`src/rtl/core/wde_ram.sv`:
```
module wde_ram #(
  parameter int unsigned WIDTH = 8,
  parameter int unsigned DEPTH = 16
) (
  input  logic                     clk_i,
  input  logic                     we_i,
  input  logic [$clog2(DEPTH)-1:0] waddr_i,
  input  logic [WIDTH-1:0]         wdata_i,
  input  logic [$clog2(DEPTH)-1:0] raddr_i,
  output logic [WIDTH-1:0]         rdata_o
);

  logic [WIDTH-1:0] mem [DEPTH];
  logic [WIDTH-1:0] rdata_q;

  always_ff @(posedge clk_i) begin
    if (we_i) begin
      mem[waddr_i] <= wdata_i;
    end
    rdata_q <= mem[raddr_i];
  end

  assign rdata_o = rdata_q;

endmodule

```
`config.mk`:
```
export PLATFORM = sky130hd
export DESIGN_NAME = wde_ram
export DESIGN_NICKNAME = d
export VERILOG_FILES = /design/src/rtl/core/wde_ram.sv
export SDC_FILE = /design/constraint.sdc
export NUM_CORES = 1
export LEC_CHECK = 0
export BUFFER_PORTS_ARGS = -buffer_cell sky130_fd_sc_hd__buf_2
export CORE_MARGIN = 10
export CORE_UTILIZATION = 50
export CTS_CLUSTER_DIAMETER = 80
export DETAILED_ROUTE_END_ITERATION = 12
export PLACE_DENSITY = 0.77
export SLEW_MARGIN = 20
export SYNTH_ARGS = -nofsm -noshare
export SYNTH_HDL_FRONTEND = slang
export SYNTH_SLANG_ARGS = --single-unit
```
`constraint.sdc`:
```
create_clock -name clk_i -period 3 [get_ports clk_i]
set_input_delay 0.45 -clock clk_i [delete_from_list [all_inputs] [get_ports clk_i]]
set_output_delay 0.45 -clock clk_i [all_outputs]
set_load 0.01 [all_outputs]
```
==> reports/qor.tcl <==
set qor(outcome) {complete, no violations}
set qor(critical_path.reg2reg.endpoint) {rdata_o[2]}
set qor(hold_viol_final) 0
set qor(root_buffer) {sky130_fd_sc_hd__clkbuf_8}
set qor(routed_wirelength_mm) 10.2
set qor(dr_total_vias) 2412
set qor(setup_viol_count_final) 0
set qor(fmax_mhz) 597
set qor(synthArstFlopShare_pct) 0
set qor(timing.hold.worst_endpoint) {mem[1][1]}
set qor(syn_nets) 247
set qor(timing.clock.skew_ns) 0.00590
set qor(placement.io_buffers) 25
set qor(wl_per_cell_um) 24.6
set qor(drt_iter0_markers) 208
set qor(netlist_instances) 229
set qor(final.fill_count) 709
set qor(die_width_um) 121
set qor(setup.reg_to_reg.worst_slack_ns) 1.62
set qor(worst_path_arrival_time_ns) 1.88
set qor(first_global_vias) 2706
set qor(grt_antenna_before_repair) 0
set qor(grt_util_all_layers_pct) 15.3
set qor(timing.setup.critical_path_class) {in -> reg}
set qor(grt_setup_unrepaired) {no}
set qor(synth_top_cell_area_share_pct) 74.7
set qor(final_nets) 288
set qor(post-route-util_pct) 60.7
set qor(fp.dieArea_um2) 14800
set qor(cts_made_buffers) 17
set qor(worst_r2r_startpoint) {mem[9][2]}
set qor(drive_above_1_share_pct) 28.3
set qor(max-vdd-ir-drop_mv) 0.394
set qor(yosysSeqAreaShare_pct) 77.8
set qor(fin_crit_ns) 1.67
set qor(layout_worst_path_cycle_share_pct) 55.8
set qor(yosysWarningCount) 0
set qor(dominantRegCellSynth) {sky130_fd_sc_hd__edfxtp_1}
set qor(cts_resized) 0
set qor(power.static_leakage_nw) 2.02
set qor(drv_slew) 0
set qor(multi_input_area_um2) 1060
set qor(final.setup.tns_ns) 0
set qor(clock_insertion_delay_worst_skew_ns) 0.50
set qor(worstHoldStart) {wdata_i[1]}
set qor(tritoncts) {built}
set qor(max_cap_viol_count) 0
set qor(commonest_non_fill_non_tap_cell_in_the_layout) {sky130_fd_sc_hd__edfxtp_1}
set qor(cts_htree_levels) 4
set qor(via_to_cell_ratio) 5.80
set qor(r2r_cells) 3
set qor(post_synth.cell_area_avg_um2) 22.5
set qor(gp_congestion) 0.816
set qor(io_pins) 26
set qor(ctsLongestPathBuffers) 2
set qor(ys_seq_elements) 136
set qor(first_pass_iters) 4
set qor(netlist-cell-type-count) 19
set qor(grt_max_degree) 33
set qor(post_cts_clock_slew_at_the_launch_and_capture_registers_of_the_worst_setup_and_hold_paths_ns) 0.06
set qor(cellPowerDensity_nw_per_um2) 735
set qor(hpwl_mm) 6.11
set qor(netlist.top_cell.by_area) {sky130_fd_sc_hd__edfxtp_1}
set qor(mostFrequentLayoutCells) {sky130_fd_sc_hd__edfxtp_1 (128), sky130_fd_sc_hd__buf_2 (25), sky130_fd_sc_hd__mux4_2 (18)}
set qor(hold_path.class) {in -> reg}
set qor(fin_total_pwr_w) 0.00442
set qor(timing.critical_path.from_type) {input pin}
set qor(worst_hold_path.num_cells) 1
set qor(cp-end-kind) {register}
set qor(place_area_um2) 5420
set qor(grt_first_pass_wirelength_mm) 16.4
set qor(final-seq-area_um2) 4000
set qor(ant_nets) 0
set qor(cp.required_ns) 3.21
set qor(synth-edff-count) 128
set qor(flow.area_growth_from_synthesis_pct) 16.9
set qor(synth.top_cells.by_area) {sky130_fd_sc_hd__edfxtp_1 (75%), sky130_fd_sc_hd__mux4_2 (7.9%), sky130_fd_sc_hd__mux4_1 (7.1%)}
set qor(slew_headroom_pct) 36.2
set qor(post_cts.repair.setup_buffers) 0
set qor(floorplan.core_area_um2) 9910
set qor(floorplan.die.height_um) 121
set qor(initial_core_utilization_pct) 51.9
set qor(total_global_routing_overflow) 0
set qor(worst-path-max-fanout) 5
set qor(insertedDiodeCount) 0
set qor(total_number_of_clock_tree_sinks) 136
set qor(syn_area_um2) 5150
set qor(post-route-cell-area_um2) 6020
set qor(drcViolationCount) 0
set qor(worst-slew-pin-transition_ns) 0.954
set qor(ctsHoldBuffers) 0
set qor(floorplan.rows) 36
-- layout make-up --
type / count / area share, %
clock buffer: 19 / 7.01
clock inverter: 13 / 2.97
multi-input combinational: 83 / 17.6
sequential: 136 / 66.5
tap: 133 / 2.77
timing repair buffer: 32 / 3.16
-- Yosys cell counts (2+ instances only) --
library cell,n
sky130_fd_sc_hd__edfxtp_1,128
sky130_fd_sc_hd__mux4_2,18
sky130_fd_sc_hd__a22oi_1,16
sky130_fd_sc_hd__mux4_1,14
sky130_fd_sc_hd__nor2_1,13
sky130_fd_sc_hd__nand2_1,9
sky130_fd_sc_hd__dfxtp_1,8
sky130_fd_sc_hd__nor3_1,4
sky130_fd_sc_hd__buf_2,3
sky130_fd_sc_hd__buf_6,3
sky130_fd_sc_hd__clkdlybuf4s25_2,3
sky130_fd_sc_hd__nand2b_1,2
sky130_fd_sc_hd__nand3b_1,2
-- worst max-delay path, stage by stage --
cell and delay (ns):
sky130_fd_sc_hd__buf_2 0.12, sky130_fd_sc_hd__or3b_2 0.52, sky130_fd_sc_hd__nor3_1 0.52, sky130_fd_sc_hd__buf_4 0.28
-- worst max path at each step --
stage,startpoint,slack [ns],end,cells after the start
after CTS,waddr_i[2],1.34,mem[0][7],4
final,waddr_i[2],1.33,mem[0][7],4
after global placement,raddr_i[0],0.85,rdata_o[2],5
after detailed placement,waddr_i[2],0.83,mem[0][0],4
after floorplan,waddr_i[2],1.06,mem[0][0],2
after global routing,waddr_i[2],1.25,mem[0][3],4
-- sequential cells by signal, summed over array words and instances, names as in the netlist --
| name | flops |
|---|---|
| mem | 128 |
| rdata_o | 8 |
-- where the power goes --
| part | internal (W) | total (W) | switching (W) |
|---|---|---|---|
| logic | 0.0000799 | 0.000196 | 0.000116 |
| registers | 0.00213 | 0.00214 | 0.0000137 |
| clock network | 0.00134 | 0.00209 | 0.000744 |
| total | 0.00355 | 0.00442 | 0.000874 |
-- routing by layer --
| metal | global-route usage [%] | vias up | wire length [um] |
|---|---|---|---|
| met5 | 0 | - | 0 |
| li1 | - | 1053 | - |
| met1 | 21.3 | 1230 | 4460 |
| met3 | 4.79 | 6 | 864 |
| met4 | 6.33 | 0 | 63 |
| met2 | 21.7 | 123 | 4840 |
-- cell families after synthesis --
family | Yosys count | share of synthesized area [%]
buffers and inverters | 10 | 1.68
DFF | 136 | 77.8
and+or+nand+nor | 35 | 3.18
muxes | 32 | 15.0
AOI/OAI and AO/OA | 16 | 2.33
-- stage by stage --
| stage | hold slack (ns) | setup WS [ns] | instances |
|---|---|---|---|
| 2_1_floorplan | 0.549 | 1.06 | 229 |
| 3_5_place_dp | 0.661 | 0.833 | 384 |
| 5_1_grt | 0.323 | 1.25 | 416 |
| 4_1_cts | 0.309 | 1.34 | 416 |
| 6_report | 0.336 | 1.33 | 416 |
| 3_3_place_gp | 0.641 | 0.845 | 384 |
Power figures use the tool's default switching activity.
